## src/rtl/lobm_pkg.sv

```systemverilog
`timescale 1ns / 1ps
// -----------------------------------------------------------------------------
// lobm_pkg
// Shared types and codes of the limit order book matcher.
// -----------------------------------------------------------------------------
package lobm_pkg;

   localparam int PTR_W = 7;
   localparam logic [PTR_W-1:0] NIL_PTR = 7'h7f;

   localparam logic [2:0] OUT_FILLED    = 3'd0;
   localparam logic [2:0] OUT_RESTED    = 3'd1;
   localparam logic [2:0] OUT_DROPPED   = 3'd2;
   localparam logic [2:0] OUT_POOL_FULL = 3'd3;
   localparam logic [2:0] OUT_CANCELLED = 3'd4;
   localparam logic [2:0] OUT_NOT_FOUND = 3'd5;

   localparam logic [3:0] CSR_REF_PRICE = 4'd0;
   localparam logic [3:0] CSR_TICK      = 4'd1;

   localparam logic ACT_SUBMIT = 1'b0;

   typedef struct packed {
      logic [31:0]      id;
      logic [31:0]      price;
      logic [31:0]      remaining;
      logic [PTR_W-1:0] next;
   } slot_entry_type;

   typedef struct packed {
      logic             body_we;
      logic             next_we;
      logic [PTR_W-1:0] addr;
      slot_entry_type   data;
   } slot_wr_type;

endpackage

```

## src/rtl/lobm_head_mem.sv

```systemverilog
`timescale 1ns / 1ps
// -----------------------------------------------------------------------------
// lobm_head_mem
// Level head pointers of both sides, one write and one registered read port.
// -----------------------------------------------------------------------------
module lobm_head_mem #(
   parameter int DEPTH = 512,
   parameter int AW = $clog2(DEPTH)
) (
   input  logic                       clock,
   input  logic                       re,
   input  logic [AW-1:0]              raddr,
   output logic [lobm_pkg::PTR_W-1:0] rdata,
   input  logic                       we,
   input  logic [AW-1:0]              waddr,
   input  logic [lobm_pkg::PTR_W-1:0] wdata
);
   import lobm_pkg::*;

   logic [PTR_W-1:0] mem [DEPTH];
   logic [PTR_W-1:0] rdata_ff;

   always_ff @(posedge clock) begin
      if (we) begin
         mem[waddr] <= wdata;
      end
      if (re) begin
         rdata_ff <= mem[raddr];
      end
   end

   assign rdata = rdata_ff;

endmodule

```

## config.mk

```make
export PLATFORM = sky130hd
export DESIGN_NAME = lobm_head_mem
export DESIGN_NICKNAME = d
export VERILOG_FILES = /design/src/rtl/lobm_pkg.sv /design/src/rtl/lobm_head_mem.sv
export SDC_FILE = /design/constraint.sdc
export NUM_CORES = 2
export LEC_CHECK = 0
export BUFFER_PORTS_ARGS = -buffer_cell sky130_fd_sc_hd__buf_2
export CAP_MARGIN = 5
export CORE_MARGIN = 2
export CORE_UTILIZATION = 47
export DETAILED_ROUTE_END_ITERATION = 10
export MAX_ROUTING_LAYER = met4
export PLACE_DENSITY = 0.76
export SLEW_MARGIN = 20
export SYNTH_ARGS = -nofsm -noshare
export SYNTH_HDL_FRONTEND = slang
export SYNTH_SLANG_ARGS = --single-unit
```

## constraint.sdc

```tcl
create_clock -name clock -period 2.11 [get_ports clock]
set_input_delay 0.1055 -clock clock [delete_from_list [all_inputs] [get_ports clock]]
set_output_delay 0.1055 -clock clock [all_outputs]
set_load 0.005 [all_outputs]
```

======== Word level (Yosys, flattened, before mapping) ========
Memory sizes are Yosys's and may differ from the RTL's. A register that Yosys moved wholly into a read port is not among the register bits.
Cells that the tools add are included.
word-level totals
  bits in read-only memories .............. 0
  RAM bits ................................ 3,584
  logic and storage cells ................. 3
  input port bits ......................... 28
  bits in latches ......................... 0
  register bits after elaboration ......... 0
  output and inout bits ................... 7
  memories ................................ 1
memory list
  memory  words  width  rd ports  clocked after memory_dff  write ports  line                 text
  mem     512    7      1         1                         1            lobm_head_mem.sv:20  logic [PTR_W-1:0] mem [DEPTH];
cells by class
  reduce and logical (&&, ||, !) cells .... 0
  div/mod/pow operators ................... 0
  multipliers ............................. 0
  muxes and demuxes ....................... 2
  shift-type cells ........................ 0
  equal/unequal tests ..................... 0
  $lt $le $gt $ge ......................... 0
  bitwise gates (word level) .............. 0
  $add $sub $neg .......................... 0
operators with widths
  operator  count
  $mux W1   2

======== Depth between registers and ports, before layout ========
  word-level depth ........................ 2
  gate-level depth with buffers ........... 14
  mapped depth without buffers ............ 7

======== Worst setup path before layout ========
OpenSTA, ideal clock, no wires.
  path kind ............................... input-to-reg
  start point ............................. input port raddr[0]
  end point ............................... register rdata_ff[2], in the netlist rdata[2], read port of mem, data pin
  stages on the path ...................... 10
  path slack .............................. -180 ps
  required time ........................... 1,854 ps
  arrival ................................. 2,034 ps
  path buffers ............................ 3
  setup time .............................. 256 ps
  cells stage by stage .................... buf_6 -> buf_8 -> buf_2 -> mux4_2 -> a2111o_1 -> o41ai_1 -> a221oi_1 -> nand4_1 -> nand4_1 -> and4_1
RTL lines
  item             line                 text
  start, declared  lobm_head_mem.sv:12  input logic [AW-1:0] raddr,
  end, declared    lobm_head_mem.sv:21  logic [PTR_W-1:0] rdata_ff;

==> report_table.html <==
<table>
<tr><th>Metric</th><th>Value</th></tr>
<tr><th colspan="2">Cells and area</th></tr>
<tr><td>Area growth from synthesis to layout</td><td>19.3%</td></tr>
<tr><td>Most frequent cells in the layout</td><td>edfxtp_1 (3591), buf_4 (1324), mux2i_1 (642), nor2_1 (582), mux4_2 (559)</td></tr>
<tr><td>Post-route design area</td><td>169000 um^2</td></tr>
<tr><td>Final standard cell count with taps included and fillers excluded</td><td>12800</td></tr>
<tr><td>Most frequent standard cell in the layout excluding fill and tap cells</td><td>edfxtp_1</td></tr>
<tr><td>Nets</td><td>8608</td></tr>
<tr><td>Fraction of final layout cells with drive strength greater than 1</td><td>0.304</td></tr>
<tr><th colspan="2">Logic synthesis</th></tr>
<tr><td>Synthesis warning total</td><td>0</td></tr>
<tr><td>Post-synth EDFFs</td><td>3591</td></tr>
<tr><td>Number of standard cells after synthesis</td><td>7154</td></tr>
<tr><td>Most used flip-flop cell after synthesis</td><td>edfxtp_1</td></tr>
<tr><td>Sequential share of the synthesized area</td><td>0.763</td></tr>
<tr><td>Syn Area/Cell</td><td>19.8 um^2</td></tr>
<tr><td>#FFs+latches synth</td><td>3591</td></tr>
<tr><td>Net count after synthesis</td><td>7182</td></tr>
<tr><td>Post-synthesis cell type count</td><td>72</td></tr>
<tr><td>Post-synthesis instance area</td><td>~140000 um^2</td></tr>
<tr><td>Asr flop ratio synth</td><td>0</td></tr>
<tr><th colspan="2">Timing</th></tr>
<tr><td>Fraction of the cycle the final worst path needs</td><td>1.30</td></tr>
<tr><td>Unrepaired setup endpoints after global routing</td><td>true</td></tr>
<tr><td>Final critical delay including setup and external delays</td><td>2.74 ns</td></tr>
<tr><td>Final worst setup slack</td><td>-0.631 ns</td></tr>
<tr><td>Worst Tran Pin Value</td><td>between 0.7 and 0.8 ns</td></tr>
<tr><td>Summed negative setup slack over all endpoints</td><td>-3.03 ns</td></tr>
<tr><td>Worst-case clock skew</td><td>0.0401 ns</td></tr>
<tr><td>Final setup violation count</td><td>7</td></tr>
<tr><td>Headroom to the max-slew limit</td><td>0.495</td></tr>
<tr><td>Final-layout worst hold slack</td><td>0.0600 ns</td></tr>
<tr><td>Number of endpoints with negative hold slack in the final report</td><td>0</td></tr>
<tr><td>Maximum clock frequency</td><td>365 MHz</td></tr>
<tr><td>Total count of max-transition violations in the final report</td><td>0</td></tr>
<tr><th colspan="2">Drt</th></tr>
<tr><td>Aggregate routed wire length</td><td>381000 um</td></tr>
<tr><td>Number of DRC markers after the initial detailed-route iteration</td><td>12300</td></tr>
<tr><td>Detailed-routing wirelength on met1</td><td>133000 um</td></tr>
<tr><td>Average wire per cell in the routed design</td><td>around 30 um</td></tr>
<tr><td>Antenna Nets Post-Route</td><td>0</td></tr>
<tr><td>Via count</td><td>79800</td></tr>
<tr><td>Metal2 WL</td><td>184000 um</td></tr>
<tr><td>DRC Markers</td><td>0</td></tr>
<tr><td>Uppermost routed layer</td><td>met4</td></tr>
<tr><td>Total met3 wirelength after detailed routing</td><td>approximately 46000 um</td></tr>
<tr><td>DR pass1 iterations</td><td>9</td></tr>
<tr><td>Avg Vias per Cell</td><td>6.22</td></tr>
<tr><th colspan="2">Min path</th></tr>
<tr><td>Worst Hold Class</td><td>in2reg</td></tr>
<tr><th colspan="2">Critical path</th></tr>
<tr><td>Cell family with most CP delay</td><td>simple AND/OR/NAND/NOR gates</td></tr>
<tr><td>Critical Path, Cell by Cell</td><td>mux4_2, a211o_1, o31ai_2, a2111oi_2, nand3_2, nand4_1, buf_4, nor3b_2</td></tr>
<tr><td>CP max stage delay</td><td>0.54 ns</td></tr>
<tr><td>Master of the slowest instance on the critical path</td><td>mux4_2</td></tr>
<tr><td>Buffers plus inverters on the worst setup path</td><td>1</td></tr>
<tr><td>Nature of the critical path startpoint</td><td>flip-flop</td></tr>
<tr><td>Required arrival time at the worst endpoint</td><td>2.75 ns</td></tr>
<tr><td>CP max FO</td><td>2</td></tr>
<tr><td>Worst path arrival time</td><td>3.38 ns</td></tr>
<tr><td>Crit end category</td><td>flip-flop</td></tr>
<tr><td>Critical path class</td><td>reg2reg</td></tr>
<tr><th colspan="2">Placed design</th></tr>
<tr><td>HPWL after detailed placement</td><td>roughly 240000 um</td></tr>
<tr><td>Count of input and output buffers</td><td>34</td></tr>
<tr><td>Post-Place Cell Area</td><td>157000 um^2</td></tr>
<tr><td>Placed Cells incl. Taps</td><td>12200</td></tr>
<tr><td>Placer Congestion</td><td>between 0.9 and 1</td></tr>
<tr><th colspan="2">Global routing</th></tr>
<tr><td>Overall overflow remaining after global route</td><td>0</td></tr>
<tr><td>Initial antenna violation count</td><td>24</td></tr>
<tr><td>GRT Util Overall</td><td>0.252</td></tr>
<tr><td>Maximum number of pins on one net before global-route repair</td><td>102</td></tr>
<tr><td>Via count of the first global-routing pass</td><td>80000</td></tr>
<tr><td>Global-route wire length before repair</td><td>550000 um</td></tr>
<tr><th colspan="2">Clock network</th></tr>
<tr><td>Htree depth</td><td>5</td></tr>
<tr><td>Clock transition at the registers of the reported paths</td><td>0.07 ns</td></tr>
<tr><td>TritonCTS clock tree</td><td>done</td></tr>
<tr><td>Clock sink count</td><td>~3600</td></tr>
<tr><td>CTS Root Buffer Type</td><td>clkbuf_16</td></tr>
<tr><td>Max Buffers Root-to-Sink</td><td>4</td></tr>
<tr><td>Number of buffers created by CTS</td><td>337</td></tr>
<tr><td>Clock network latency to the later pin of the worst-skew pair</td><td>0.92 ns</td></tr>
<tr><th colspan="2">Floorplan</th></tr>
<tr><td>Num rows</td><td>201</td></tr>
<tr><td>Chip Height</td><td>552 um</td></tr>
<tr><td>Area of the core</td><td>300000 um^2</td></tr>
<tr><td>Initial standard-cell utilization of the core</td><td>0.472</td></tr>
<tr><td>Top-level port count</td><td>35</td></tr>
<tr><td>Width of the chip</td><td>about 550 um</td></tr>
<tr><td>Area of the die</td><td>around 310000 um^2</td></tr>
<tr><th colspan="2">Job</th></tr>
<tr><td>Maxcap violations</td><td>0</td></tr>
<tr><th colspan="2">Pwr</th></tr>
<tr><td>IR drop worst, VDD</td><td>0.709 mV</td></tr>
<tr><td>Overall power of the completed layout</td><td>around 150 mW</td></tr>
<tr><td>Pwr Density</td><td>873 nW/um^2</td></tr>
<tr><td>Leakage power</td><td>56.5 nW</td></tr>
<tr><th colspan="2">Status</th></tr>
<tr><td>Outcome</td><td>complete, but fails checks</td></tr>
<tr><td>Violations in the final reports</td><td>negative setup slack</td></tr>
</table>
## cells in the mapped netlist (5+ instances only)
cell type / instances / share of area
and2_1: 10 / 0.00044
clkbuf_1: 196 / 0.0052
buf_8: 20 / 0.0021
a2111oi_0: 28 / 0.0017
buf_6: 79 / 0.0063
o41ai_1: 6 / 0.00037
mux2i_1: 643 / 0.046
o31ai_1: 24 / 0.0013
buf_12: 11 / 0.0016
o22a_1: 11 / 0.00068
clkbuf_8: 8 / 0.00078
nand3_1: 43 / 0.0015
o22ai_1: 213 / 0.0094
and3_1: 7 / 0.00031
nand2_1: 139 / 0.0037
o32ai_1: 7 / 0.00043
o21ai_0: 95 / 0.0034
or4_1: 6 / 0.00032
mux4_1: 44 / 0.0082
o221ai_1: 195 / 0.012
nor2_1: 584 / 0.016
nand4_1: 35 / 0.0015
a211o_1: 13 / 0.00081
buf_1: 34 / 0.00090
a31oi_1: 16 / 0.00071
mux4_2: 554 / 0.088
a22oi_1: 20 / 0.0011
buf_2: 73 / 0.0026
buf_4: 32 / 0.0017
mux2_2: 23 / 0.0018
a21oi_1: 97 / 0.0034
a2111o_1: 7 / 0.00056
inv_1: 5 / 0.00013
nor3b_1: 6 / 0.00032
a211oi_1: 14 / 0.00074
or3_1: 5 / 0.00022
nor4_1: 40 / 0.0018
nor3_1: 124 / 0.0044
edfxtp_1: 3591 / 0.76
nor2b_1: 11 / 0.00049
a221oi_1: 11 / 0.00068
nand2b_1: 17 / 0.00075
## layer usage
layer / GRT usage / vias up
met3: 0.0533 / 992
met1: 0.320 / 40700
met5: - / -
li1: - / 32500
met4: 0.109 / 0
met2: 0.394 / 5594
## where the power goes
part | internal, mW | switching (mW) | total, mW
clock | 34.1 | 26.1 | 60.1
combinational | 3.32 | 5.23 | 8.55
sequential | 78.5 | 0.0613 | 78.6
## state kept, by name (all words and copies together), names as in the netlist
| signal | cells |
|---|---|
| mem | 3584 |
| rdata | 7 |
## worst paths after layout
check | startpoint | to | slack [ns] | cells past startpoint
max | mem[487][0]$_DFFE_PP_ | rdata[0]$_DFFE_PP_ | -0.63 | 8
min | waddr[1] | mem[487][5]$_DFFE_PP_ | 0.06 | 4
max reg2reg | mem[487][0]$_DFFE_PP_ | rdata[0]$_DFFE_PP_ | -0.63 | 8
min reg2reg | mem[274][5]$_DFFE_PP_ | rdata[5]$_DFFE_PP_ | 1.25 | 5
## timing repair
| action | CTS | global route |
|---|---|---|
| resized for setup | 79 | 23 |
| pin swaps | 32 | 26 |
| setup endpoints to repair | 7 | 7 |
| setup buffers | 3 | 2 |
| hold endpoints to repair | 2208 | 0 |
| hold buffers | 8 | 0 |
## through the flow
step,utilization,setup WS (ns)
4_1_cts,0.562,-0.605
2_1_floorplan,-,-0.0852
3_5_place_dp,0.525,-1.26
6_report,0.563,-0.631
3_3_place_gp,0.525,-1.37
5_1_grt,0.563,-0.592
## worst register-to-register path, stage by stage (launching register included)
cell and delay, ns:
edfxtp_1 0.41, mux4_2 0.54, a211o_1 0.34, o31ai_2 0.11, a2111oi_2 0.14, nand3_2 0.18, nand4_1 0.34, buf_4 0.27
nor3b_2 0.15
## cell type report
cell class                      count  area (um^2)
Inverter                            5         26.3
Fill cell                       20900       131000
Antenna cell                       21         52.6
Multi-Input combinational cell   3104        31200
Tap cell                         3958         4950
Sequential cell                  3591       108000
Clock inverter                    194         1890
Clock buffer                      412         8910
Timing Repair Buffer             1541        13800
## cell families after synthesis
| group | Yosys count | synth area share |
|---|---|---|
| flip-flops | 3591 | 0.763 |
| multiplexers | 1264 | 0.144 |
| AND/OR/NAND/NOR | 1061 | 0.0335 |
| AO/OA/AOI/OAI | 779 | 0.0388 |
| buffers and inverters | 459 | 0.0213 |
(Power assumes the default switching activity.)
