<file path="config.mk">
export PLATFORM = sky130hd
export DESIGN_NAME = lobm_level_unit
export DESIGN_NICKNAME = d
export VERILOG_FILES = /design/src/rtl/lobm_level_unit.sv
export SDC_FILE = /design/constraint.sdc
export NUM_CORES = 1
export LEC_CHECK = 0
export ABC_AREA = 1
export BUFFER_PORTS_ARGS = -buffer_cell sky130_fd_sc_hd__clkbuf_2
export CORE_UTILIZATION = 38
export DETAILED_ROUTE_END_ITERATION = 16
export GPL_ROUTABILITY_DRIVEN = 1
export PLACE_DENSITY = 0.64
export SLEW_MARGIN = 10
export SYNTH_ARGS = -nofsm -noshare
export SYNTH_HDL_FRONTEND = slang
export SYNTH_SLANG_ARGS = --single-unit
</file>
<file path="constraint.sdc">
create_clock -name clock -period 6.2 [get_ports clock]
set_clock_uncertainty 0.1 [all_clocks]
set_input_delay 1.24 -clock clock [delete_from_list [all_inputs] [get_ports clock]]
set_output_delay 1.24 -clock clock [all_outputs]
set_load 0.01 [all_outputs]
</file>
<file path="src/rtl/lobm_level_unit.sv">
`timescale 1ns / 1ps
// -----------------------------------------------------------------------------
// lobm_level_unit
// Maps a price to its book level with a bit-serial divider, one quotient bit
// per cycle, followed by a clamp to the level range.
// -----------------------------------------------------------------------------
module lobm_level_unit #(
   parameter int PRICE_LEVELS = 256,
   parameter int LVL_W = $clog2(PRICE_LEVELS)
) (
   input  logic             clock,
   input  logic             reset,
   input  logic             start,
   input  logic [31:0]      price,
   input  logic [31:0]      base_price,
   input  logic [15:0]      tick,
   output logic             done,
   output logic [LVL_W-1:0] level
);
   localparam int HALF = PRICE_LEVELS / 2;
   localparam int UPMAX = PRICE_LEVELS - 1 - HALF;

   logic             busy_ff, done_ff, neg_ff;
   logic [4:0]       cnt_ff;
   logic [31:0]      dvd_ff, quo_ff;
   logic [15:0]      rem_ff, step_ff;
   logic [LVL_W-1:0] level_ff;
   logic [16:0]      trial;
   logic             ge;
   logic [31:0]      quo_in;
   logic [LVL_W-1:0] level_in;

   always_comb begin
      trial = {rem_ff, dvd_ff[31]};
      ge = trial >= {1'b0, step_ff};
      quo_in = {quo_ff[30:0], ge};
      if (neg_ff) begin
         level_in = (quo_in > 32'(HALF)) ? '0 : LVL_W'(32'(HALF) - quo_in);
      end else begin
         level_in = (quo_in > 32'(UPMAX)) ? LVL_W'(PRICE_LEVELS - 1)
                                          : LVL_W'(32'(HALF) + quo_in);
      end
   end

   always_ff @(posedge clock) begin
      if (reset) begin
         busy_ff <= 1'b0;
         done_ff <= 1'b0;
         cnt_ff <= '0;
      end else begin
         done_ff <= 1'b0;
         if (start) begin
            busy_ff <= 1'b1;
            cnt_ff <= '0;
         end else if (busy_ff) begin
            cnt_ff <= cnt_ff + 5'd1;
            if (cnt_ff == 5'd31) begin
               busy_ff <= 1'b0;
               done_ff <= 1'b1;
            end
         end
      end
   end

   always_ff @(posedge clock) begin
      if (start) begin
         neg_ff <= price < base_price;
         dvd_ff <= (price < base_price) ? (base_price - price) : (price - base_price);
         step_ff <= (tick == 16'd0) ? 16'd1 : tick;
         rem_ff <= '0;
         quo_ff <= '0;
      end else if (busy_ff) begin
         dvd_ff <= {dvd_ff[30:0], 1'b0};
         rem_ff <= ge ? 16'(trial - {1'b0, step_ff}) : trial[15:0];
         quo_ff <= quo_in;
         if (cnt_ff == 5'd31) begin
            level_ff <= level_in;
         end
      end
   end

   assign done = done_ff;
   assign level = level_ff;

endmodule

</file>
# Yosys cells after proc, flatten, opt, wreduce, memory -nomap -nowiden
# Cells that the tools add are included.
# totals
in_bits	83
ff_bits	111
output_inout_bits	9
wordCells	38
# op_classes
reduce_logical	5
eq_ne	1
n_addsub	6
mux	11
bitwise	2
order_cmp	4
# ops
cell	n
2-to-1 mux 32 bit	3
subtractor 32 bit	2
> comparator 32 x 7 -> 1 bit, second input constant	1
> comparator 32 x 8 -> 1 bit, second input constant	1
less-than comparator 32 bit	1
2-to-1 mux 8 bit	3
>= comparator 17 x 16 -> 1 bit	1
logical NOT 16 bit	1
2-to-1 mux 16 bit	1
subtractor 16 bit	1
adder 8 bit, first input constant	1
subtractor 8 bit, first input constant	1
adder 5 x 1 -> 5 bit, second input constant	1
== test 5 bit, second input constant	1
2-to-1 mux 1 bit	4
AND reduction 3 bit	1
OR reduction 3 bit	1
NOT 1 bit	2
nonzero test 2 bit	1
OR reduction 2 bit	1

# Depth between registers and ports, before layout
# Gate-level depths: netlist of run 1.
# depth
word_depth	4
depth_mapped	19
mapped_depth_nobuf	18

# Least setup slack after synthesis of run 1
# No wires, ideal clock.
# synth_path
path_type	in2reg
start	in start
end	reg dvd_ff[0] (enable)
t_required_ns	5.691
setup_ns	0.409
arrival_ns	2.840
path_stages	4
n_path_buf	2
path_slack_ns	2.851
cell_sequence	clkbuf_1 > nor2_1 > inv_1 > clkbuf_1
# synth_via
elab_chain_len	1
# synth_lines
element	line_no	text
start, declared	13	input logic start,
nonzero test 2 bit (no source line)	--	
end signal, assigned	68	dvd_ff <= (price < base_price) ? (base_price - price) : (price - base_price);
end signal, assigned	73	dvd_ff <= {dvd_ff[30:0], 1'b0};
end, declared	25	logic [31:0] dvd_ff, quo_ff;
# Every way passes these cells.
# A chain may end at the register's enable or synchronous reset.

# Worst setup path in the final report of run 1
# layout_path
start	in price[17]
end	reg dvd_ff[27] (data pin)
# layout_via
elab_chain_len	3
elab_cells_between_ends	5
cone_classes	add/sub (2); order compare (1); mux (2)
# layout_lines
element	line_no	text
start, declared	14	input logic [31:0] price,
subtractor 32 bit / less-than comparator 32 bit (equally long branches)	68	
2-to-1 mux 32 bit (*)	68	
2-to-1 mux 32 bit (*)	66	if (start) begin
# Mark *: on every way between the ends. The rest lies on a longest branch, timed or not.

==> results of run 1 <==
cell type report:
type / count / area (µm²)
Clock buffer: 9 / 225
Clock inverter: 7 / 55.1
Fill cell: 2910 / 15600
Inverter: 333 / 1250
Multi-Input combinational cell: 1203 / 6080
Sequential cell: 111 / 2790
Tap cell: 341 / 427
Timing Repair Buffer: 96 / 493
worst max-delay path: cells and delay by family:
| kind | cells | cell delay, ns |
|---|---|---|
| compound gates | 1 | 0.28 |
| fa+ha+maj | 1 | 0.45 |
| buf+inv | 2 | 0.13 |
| simple gates | 10 | 1.52 |
where the power goes:
part	switching, mW	internal, mW
logic	0.458	0.224
clock network	0.275	0.278
registers	0.0164	0.831
total	0.750	1.33
placed cells by master (no fill, tap or decap), drive strengths merged:
cell type  instances
nor2              86
edfxtp            57
nand3             75
o221ai             3
clkbuf           100
nor3              13
o21ai             28
a41o               1
or2                2
clkinvlp           1
a21o               4
clkinv             8
xnor2              8
dfxtp             54
o211ai             6
ha                82
a31oi              1
o22ai             30
buf                5
a21boi             2
nand3b             1
o21a               3
o21bai             6
and2               2
xor2              40
nor4               5
fa                 3
nand2            714
a21oi             67
nand4             20
a211oi             1
inv              331
worst paths after layout:
kind	end
setup reg to reg	level[3]
hold reg to reg	rem_ff[3]
setup / recovery	dvd_ff[27]
hold / removal	rem_ff[3]
state kept, by name (all words and copies together) (netlist names):
register and cells:
busy_ff 1, cnt_ff 5, done 1, dvd_ff 32
level 8, neg_ff 1, quo_ff 31, rem_ff 16
step_ff 16
layer usage:
layer | track usage [%] | vias up | part of all wire, %
li1 | - | 5310 | -
met1 | 26.3 | 4541 | 47
met2 | 32.3 | 256 | 45
met3 | 1.47 | 52 | 4.0
met4 | 8.54 | 0 | 3.3
met5 | 0 | - | 0
kinds of logic (layout without fill, tap and decap cells):
| family | Yosys count | in the layout | share of synthesized area, % |
|---|---|---|---|
| xor gates and xnor gates | 48 | 48 | 4.03 |
| DFF | 111 | 111 | 26.8 |
| buffers and inverters | 395 | 445 | 14.9 |
| and+or+nand+nor | 918 | 918 | 35.4 |
| AOI/OAI and AO/OA | 152 | 152 | 8.43 |
| adders and majority gates | 85 | 85 | 10.4 |
==> flow_summary.toml, run 1 <==
[critical_path]
cpPeakStageDelay_ns = 0.45
rr_startpoint = "step_ff[4]"
slowest_stage = "ha_1"
startpoint_type = "input port"
cp.required_ns = 6.20
r2r_cells = 18
crit_type = "input port to flip-flop"
arrival_ns = 3.61
end_kind = "flip-flop"
startpoint = "price[17]"
path_cells = "clkbuf_2 -> inv_1 -> ha_1 -> nand2_1 -> nor2_1 -> nand2_1 -> nor3_1 -> o21ai_1 -> nand3_1 -> nand2_1 -> nand2_1 -> nand2_1 -> nand2_1 -> nand2_1"
path_max_fanout = 7
r2r_slack_ns = 2.76
path_common_cell = "nand2_1"

[route]
firstDrtPassIters = 6
via_count = 10159
drt-total-wl_um = 27100
ant_nets = 0
via_per_inst = 4.84
wl_per_cell_um = 12.9
first_iter_violations = 634
drc = 0

[sta]
period_minus_slack_ns = 3.61
report.final.slew_viol_count = 0
finalSetupTns_ns = 0
layout_setup_ws_ns = 2.59
finalSetupViolations = 0
rsz0062_at_grt = "no"
hold-worst-slack_ns = 0.377
finalHoldViolCount = 0
fmax_mhz = 277
worst_pin_slew_ns = 0.990
relSlewSlack_pct = 33.9
fin_crit_sh_pct = 58.2

[global_routing]
grt.total_usage_pct = 19.6
grt_pass1_vias = 9396
antenna_found_initial = 0
overflow = 0
grt_max_degree = 64
grt_pass1_wl_um = 45100

[power_and_ir_drop]
total_power_mw = 2.08
power.leakage_nw = 6.46
p_per_area_nw_per_um2 = 184
ir_drop_mv = 0.136

[cts]
clk_pin_slew_ns = 0.08
numCtsBuffers = 9
cts.repair.resized = 0
holdBufCountCts = 0
clock_sinks = 111
cts_setup_buffers = 0
root_buffer = "clkbuf_16"
htreeDepth = 3
cts_buffer_depth = 2
insertion_delay_ns = 0.36
cts_tree = "built"

[placement]
dpl-instance-area_um2 = 11000
hpwl_um = 22300
gp_congestion = 0.960
dp_slack_ns = 2.28
dp.cells = 2084
portBuffers = 91

[layout]
nNetsFinal = 1922
stdcell_count = 2100
area_growth_pct = 8.65
fin_area_um2 = 11300
final_layout_size_suffix_gt1_share_pct = 8.07
num_antenna_cells = 0
postLayoutCoreUtil_pct = 42.0

[hold_path]
hold_path.class = "flip-flop to flip-flop"
holdPathStages = 2
min_from = "rem_ff[3]"

[die]
start_util_pct = 38.7
dieHeight_um = 168
rows = 60
num_io_pins = 92
die_width_um = 168
dieArea_um2 = 28100
core_area_um2 = 27000

[synthesis]
ys_seq_area_share_pct = 26.8
synth_edf_count = 57
synth_top_area_share_pct = 25.4
synth.cell_area_um2 = 10400
synthArstFlopShare_pct = 0
synthTopCellsByCount = "nand2_1 (705), inv_1 (321), ha_1 (82)"
yosysMostFrequentCell = "nand2_1"
ys_ff_latch = 111
synth_warnings = 0
synth_flop_cell = "edfxtp_1"
ys_types = 43
synthesis.nets = 1877
synth.avg_cell_area_um2 = 6.10
synth_top_area_cell = "nand2_1"
syn_inst = 1709
ys_top_cells_by_area = "nand2_1 (25%), edfxtp_1 (16%), inv_1 (12%), dfxtp_1 (10%), ha_1 (9.8%)"

[job]
cap_violations = 0

[outcome]
status = "complete, no violations"
(Power assumes the default switching activity.)
==> inputs of run 2 (changes only) <==
--- a/config.mk
+++ b/config.mk
@@ -5,12 +5,12 @@
 export SDC_FILE = /design/constraint.sdc
 export NUM_CORES = 1
 export LEC_CHECK = 0
-export ABC_AREA = 1
+export ABC_AREA = 0
 export BUFFER_PORTS_ARGS = -buffer_cell sky130_fd_sc_hd__clkbuf_2
 export CORE_UTILIZATION = 38
 export DETAILED_ROUTE_END_ITERATION = 16
 export GPL_ROUTABILITY_DRIVEN = 1
-export PLACE_DENSITY = 0.64
+export PLACE_DENSITY = 0.65
 export SLEW_MARGIN = 10
 export SYNTH_ARGS = -nofsm -noshare
 export SYNTH_HDL_FRONTEND = slang
==> constraint.sdc (replaced) <==
create_clock -name clock -period 3.6 [get_ports clock]
set_clock_uncertainty 0.1 [all_clocks]
set_input_delay 0.72 -clock clock [delete_from_list [all_inputs] [get_ports clock]]
set_output_delay 0.72 -clock clock [all_outputs]
set_load 0.01 [all_outputs]
==> run 2 against run 1 <==
Power up 84%. Combinational power up 100%. Count of clock-buffer cells in the layout up 3. Synthesized cell count down 39%. Cell count down 29%. Hold slack better by 0.023 ns. Sequential power up 79%. Register-to-register slack worse by 2.7 ns. Synthesized area down 16%. Core utilization up 5.5 points. Largest power group unchanged. Highest routed layer unchanged.
==> flow_summary.toml, run 2 <==
[cts]
cts_tree = "built"
htreeDepth = 3
cts_buffer_depth = 2
numCtsBuffers = 9
clk_pin_slew_ns = 0.07
root_buffer = "clkbuf_16"
insertion_delay_ns = 0.35
clock_sinks = 111

[synthesis]
synth.cell_area_um2 = 8790
synth_top_area_share_pct = 19.5
synthTopCellsByCount = "nor2_1 (119), inv_1 (96), a21oi_1 (95)"
synthesis.nets = 1215
syn_inst = 1047
ys_ff_latch = 111
ys_top_cells_by_area = "edfxtp_1 (19%), dfxtp_1 (12%), ha_1 (12%), mux2i_1 (6.3%), a21oi_1 (5.4%)"
synth_flop_cell = "edfxtp_1"
synth_top_area_cell = "edfxtp_1"
synth.avg_cell_area_um2 = 8.39
synth_edf_count = 57
synthArstFlopShare_pct = 0
synth_warnings = 0
ys_types = 72
ys_seq_area_share_pct = 31.8
yosysMostFrequentCell = "nor2_1"

[critical_path]
r2r_cells = 16
rr_startpoint = "step_ff[1]"
path_max_fanout = 4
arrival_ns = 3.64
crit_type = "flip-flop to flip-flop"
cp.required_ns = 3.65
startpoint_type = "flip-flop"
end_kind = "flip-flop"
r2r_slack_ns = 0.01
r2r_end = "level[2]"

[die]
die_width_um = 154
dieArea_um2 = 23700
num_io_pins = 92
start_util_pct = 38.8
dieHeight_um = 154
core_area_um2 = 22600
rows = 55

[power_and_ir_drop]
combPwrFrac_pct = 36.4
switchingPower_mw = 1.23
power_frac_clock_pct = 24.0
ir_drop_mv = 0.272
p_sw_share_pct = 32.1
seqPwrFrac_pct = 39.6
p_int_mw = 2.60
total_power_mw = 3.83
p_per_area_nw_per_um2 = 356
power.leakage_nw = 4.99

[sta]
period_minus_slack_ns = 3.59
finalSetupViolations = 0
fmax_mhz = 279
worst_pin_slew_ns = 0.783
report.final.slew_viol_count = 0
finalHoldViolCount = 0
rsz0062_at_grt = "yes"
relSlewSlack_pct = 47.8
fin_crit_sh_pct = 99.6

[route]
firstDrtPassIters = 5
via_per_inst = 5.23
drt-total-wl_um = 21200
first_iter_violations = 342
ant_nets = 0
via_count = 7846
wl_per_cell_um = 14.1
drc = 0

[job]
cap_violations = 0

[layout]
area_growth_pct = 22.3
biggestRegsByFlops = "dvd_ff: 32 flops, quo_ff: 31 flops"
final_common_cell = "buf_4"
stdcell_count = 1501
fin_area_um2 = 10700
regMostFlops = "dvd_ff"
mostFrequentLayoutCells = "buf_4 (128), nor2_1 (119), inv_1 (94), a21oi_1 (94), clkbuf_2 (90)"
num_antenna_cells = 0
largest_register_ffs = 32
final_layout_size_suffix_gt1_share_pct = 22.9
nFillCells = 2168
nNetsFinal = 1379

[hold_path]
hold_end = "rem_ff[15]"
min_from = "rem_ff[15]"
holdPathStages = 2
hold_path.class = "flip-flop to flip-flop"

[global_routing]
antenna_found_initial = 0
grt_max_degree = 50
grt.total_usage_pct = 18.3
grt_pass1_wl_um = 35800
overflow = 0
grt_pass1_vias = 7432

[placement]
dp.cells = 1479
hpwl_um = 16700
gp_congestion = 0.937
portBuffers = 91
dpl-instance-area_um2 = 10300

[outcome]
status = "complete, no violations"
[run 2: cell count changes after synthesis, sizes merged, moves of 29 or more]
| cell | before | now |
|---|---|---|
| mux2i | 0 | 55 |
| inv | 329 | 98 |
| a21oi | 67 | 96 |
| nand2 | 714 | 52 |
| nand3 | 75 | 11 |
| nor2 | 86 | 119 |
[run 2: kinds of logic (layout without fill, tap and decap cells)]
group,Yosys count,in the layout,share of synthesized area [%]
fa+ha+maj,85,85,12.4
compound gates,283,283,20.6
buf+inv,167,336,7.55
mux,63,63,7.33
flops,111,111,31.8
simple gates,297,297,16.3
xor+xnor,41,41,4.09
[run 2: how the worst max path moves through the flow]
stage               startpoint    endpoint  slack, ns
global placement      price[6]  dvd_ff[31]      -0.22
floorplan           step_ff[1]    level[3]      -0.16
detailed placement    price[0]  dvd_ff[30]      -0.22
CTS                 step_ff[1]    level[3]      0.008
finish              step_ff[1]    level[2]       0.01
global route        step_ff[1]    level[5]      -0.15
[run 2: timing repair]
action                     in CTS  in global routing
setup endpoints to repair       6                 19
pin swaps                       7                  5
gates resized for setup         9                 16
hold buffers                    0                  0
setup buffers                   5                  1
cloned                          0                  0
[run 2: through the flow]
stage | TNS (ns) | hold slack, ns | worst slack (ns) | utilization, %
after floorplan | -0.371 | 0.361 | -0.161 | -
after global placement | -1.60 | 0.377 | -0.215 | 45.6
after detailed placement | -2.76 | 0.393 | -0.220 | 45.6
after CTS | 0 | 0.403 | 0.00771 | 47.1
after global routing | -0.550 | 0.420 | -0.149 | 47.5
final | 0 | 0.400 | 0.0148 | 47.5
[run 2: critical path, stage by stage, from the launching register on]
cell	delay, ns
edfxtp_1	0.41
inv_2	0.08
ha_4	0.19
nor2b_4	0.13
o21bai_4	0.15
a311oi_2	0.12
or3_4	0.39
o21ai_2	0.12
and2_4	0.17
ha_4	0.12
inv_2	0.03
or3_4	0.33
or3_4	0.36
o21ai_4	0.18
buf_6	0.12
nand3_4	0.09
o311ai_1	0.29
[run 2: per-layer routing]
metal  wire (µm)  global-route usage (%)
met1       10200                    24.9
met2        9900                    30.3
met3         648                    1.94
met4         427                    5.95
met5           0                       0
[run 2: final cells by class]
class	instances	area [µm²]	area share (%)
multi-input cells	769	5490	51.0
repair buffers	222	1470	13.7
flip-flops and latches	111	2790	26.0
inverters	98	370	3.45
clock inverters	4	30.0	0.279
well taps	285	357	3.32
clock buffers	12	236	2.20
[run 2: power by group through the flow]
stage               Combinational [mW]  Clock [mW]  Sequential [mW]
floorplan                        0.905           0             1.52
global placement                  1.33           0             1.54
detailed placement                1.35           0             1.54
CTS                               1.37       0.943             1.52
global route                      1.55       0.998             1.53
finish                            1.39       0.921             1.52
==> inputs of run 3 (changes only) <==
--- a/config.mk
+++ b/config.mk
@@ -5,12 +5,13 @@
 export SDC_FILE = /design/constraint.sdc
 export NUM_CORES = 1
 export LEC_CHECK = 0
-export ABC_AREA = 0
+export ABC_AREA = 1
 export BUFFER_PORTS_ARGS = -buffer_cell sky130_fd_sc_hd__clkbuf_2
+export CAP_MARGIN = 20
 export CORE_UTILIZATION = 38
 export DETAILED_ROUTE_END_ITERATION = 16
 export GPL_ROUTABILITY_DRIVEN = 1
-export PLACE_DENSITY = 0.65
+export PLACE_DENSITY = 0.64
 export SLEW_MARGIN = 10
 export SYNTH_ARGS = -nofsm -noshare
 export SYNTH_HDL_FRONTEND = slang
==> run 3 against run 2 <==
Largest cell class unchanged. Largest power group unchanged. Clock power rose by 7.5%. Via count rose by 28%. Sequential share of layout area fell by 1.5 points. Critical path type is now input port to flip-flop. Core utilization fell by 5.2 points. First-iteration DRC count rose by 97%.
==> flow_summary.toml, run 3 (synthesis gave the netlist of run 1 again) <==
[cts]
htreeDepth = 3
numCtsBuffers = 9
insertion_delay_ns = 0.34
cts.repair.resized = 0
cts_tree = "built"
holdBufCountCts = 0
root_buffer = "clkbuf_16"
cts_setup_buffers = 0
clk_pin_slew_ns = 0.07
clock_sinks = 111
cts_buffer_depth = 2

[layout]
area_growth_pct = 9.35
nFillCells = 2921
regArea_um2 = 2790
nNetsFinal = 1929
mostFrequentLayoutCells = "nand2_1 (705), inv_1 (320), clkbuf_2 (91)"
regMostFlops = "dvd_ff"
multi_input_area_um2 = 6080
largest_register_ffs = 32
num_antenna_cells = 0
final_layout_size_suffix_gt1_share_pct = 8.27
final_common_cell = "nand2_1"
biggestRegsByFlops = "dvd_ff: 32 flops, quo_ff: 31 flops"

[die]
dieHeight_um = 168
num_io_pins = 92
die_width_um = 168
start_util_pct = 38.7
core_area_um2 = 27000
rows = 60
dieArea_um2 = 28100

[critical_path]
cp.depth = 17
path_cells = "clkbuf_2 -> inv_1 -> ha_1 -> fa_1 -> inv_1 -> nand3_1 -> nand3_1 -> nand2_1 -> nand2_1 -> nand2_1 -> nand2_2 -> a21oi_2 -> buf_4 -> nand2_1 -> nand2_1 -> nand2_1 -> nand2_1"
path_buf_inv = 4
startpoint_type = "input port"
cpPeakStageDelay_ns = 0.40
r2r_slack_ns = 0.73
cp.required_ns = 3.60
cpLargestDelayFamily = "simple AND/OR/NAND/NOR gates"
path_common_cell = "nand2_1"
slowest_stage = "fa_1"
arrival_ns = 3.00
path_max_fanout = 31
r2r_cells = 18
end_kind = "flip-flop"
crit_type = "input port to flip-flop"

[power_and_ir_drop]
ir_drop_mv = 0.229
p_per_area_nw_per_um2 = 320
power.leakage_nw = 6.50
total_power_mw = 3.64

[sta]
worst_pin_slew_ns = 0.788
finalSetupTns_ns = 0
fin_crit_sh_pct = 83.4
layout_setup_ws_ns = 0.597
report.final.slew_viol_count = 0
relSlewSlack_pct = 47.4
finalSetupViolations = 0
finalHoldViolCount = 0
period_minus_slack_ns = 3.00
rsz0062_at_grt = "no"
fmax_mhz = 333

[global_routing]
grt.total_usage_pct = 20.1
grt_max_degree = 41
grt_pass1_vias = 9466
antenna_found_initial = 0
grt_pass1_wl_um = 46100
overflow = 0

[hold_path]
holdPathStages = 2
hold_path.class = "flip-flop to flip-flop"

[placement]
gp_congestion = 0.969
dp_slack_ns = 0.288
portBuffers = 91
hpwl_um = 22600

[outcome]
status = "complete, no violations"

[route]
first_iter_violations = 674
via_count = 10047
ant_nets = 0
firstDrtPassIters = 5
drt-total-wl_um = 27400
drc = 0
via_per_inst = 4.77
wl_per_cell_um = 13.0

[job]
cap_violations = 0
==> run 3: changes by cell type in the layout (fill, tap and decap cells not counted), moves of 29 or more <==
cell | before | now
nand2_1 | 50 | 705
inv_1 | 94 | 320
buf_4 | 128 | 11
nand3_1 | 8 | 74
mux2i_1 | 55 | 0
nor2_1 | 119 | 81
a21oi_1 | 94 | 65
==> run 3: final timing paths <==
kind / from / endpoint
max reg2reg: step_ff[4] / level[5]
min: quo_ff[30] / quo_ff[30]
max: price[0] / dvd_ff[18]
min reg2reg: quo_ff[30] / quo_ff[30]
==> run 3: area by class of cell <==
| type | count | area share (%) |
|---|---|---|
| clock buffers | 11 | 2.04 |
| clock inverters | 5 | 0.505 |
| repair buffers | 103 | 4.90 |
| multi-input cells | 1203 | 53.3 |
| well taps | 341 | 3.74 |
| inverters | 333 | 11.0 |
| flip-flops and latches | 111 | 24.5 |
==> run 3: per-stage QoR <==
step                util, %  instances  instance area [µm²]  hold WS [ns]
floorplan                 -       1709                10400         0.329
global placement       41.2       2091                11100         0.348
detailed placement     41.2       2091                11100         0.353
CTS                    42.3       2107                11400         0.371
global route           42.3       2107                11400         0.386
finish                 42.3       2107                11400         0.368
==> run 3: worst register-to-register path, stage by stage, from the launching register on <==
cell	delay, ns
edfxtp_1	0.32
inv_1	0.04
ha_1	0.34
a21oi_1	0.26
o21ai_0	0.13
nand2_1	0.07
nand3_1	0.14
nand2_1	0.14
nand2_2	0.06
inv_1	0.10
ha_1	0.21
nand3_1	0.12
nor2_1	0.12
nand3_1	0.08
nand2_1	0.12
nand2_1	0.13
inv_1	0.12
nand3_1	0.08
nand2_1	0.06
==> run 3: metal layers <==
metal  vias to the layer above  global-route usage [%]  wire length, µm
met2                       230                    33.3            12400
met3                        50                    2.15             1160
li1                       5326                       -                -
met4                         0                    7.54              931
met5                         -                       0                0
met1                      4441                    27.0            12900
==> run 3: power breakdown <==
group	switching [mW]	leakage (nW)	total (mW)	internal [mW]
clock	0.449	0.134	0.990	0.541
sequential	0.0277	1.01	1.46	1.43
combinational	0.798	5.36	1.19	0.395
total	1.28	6.50	3.64	2.37
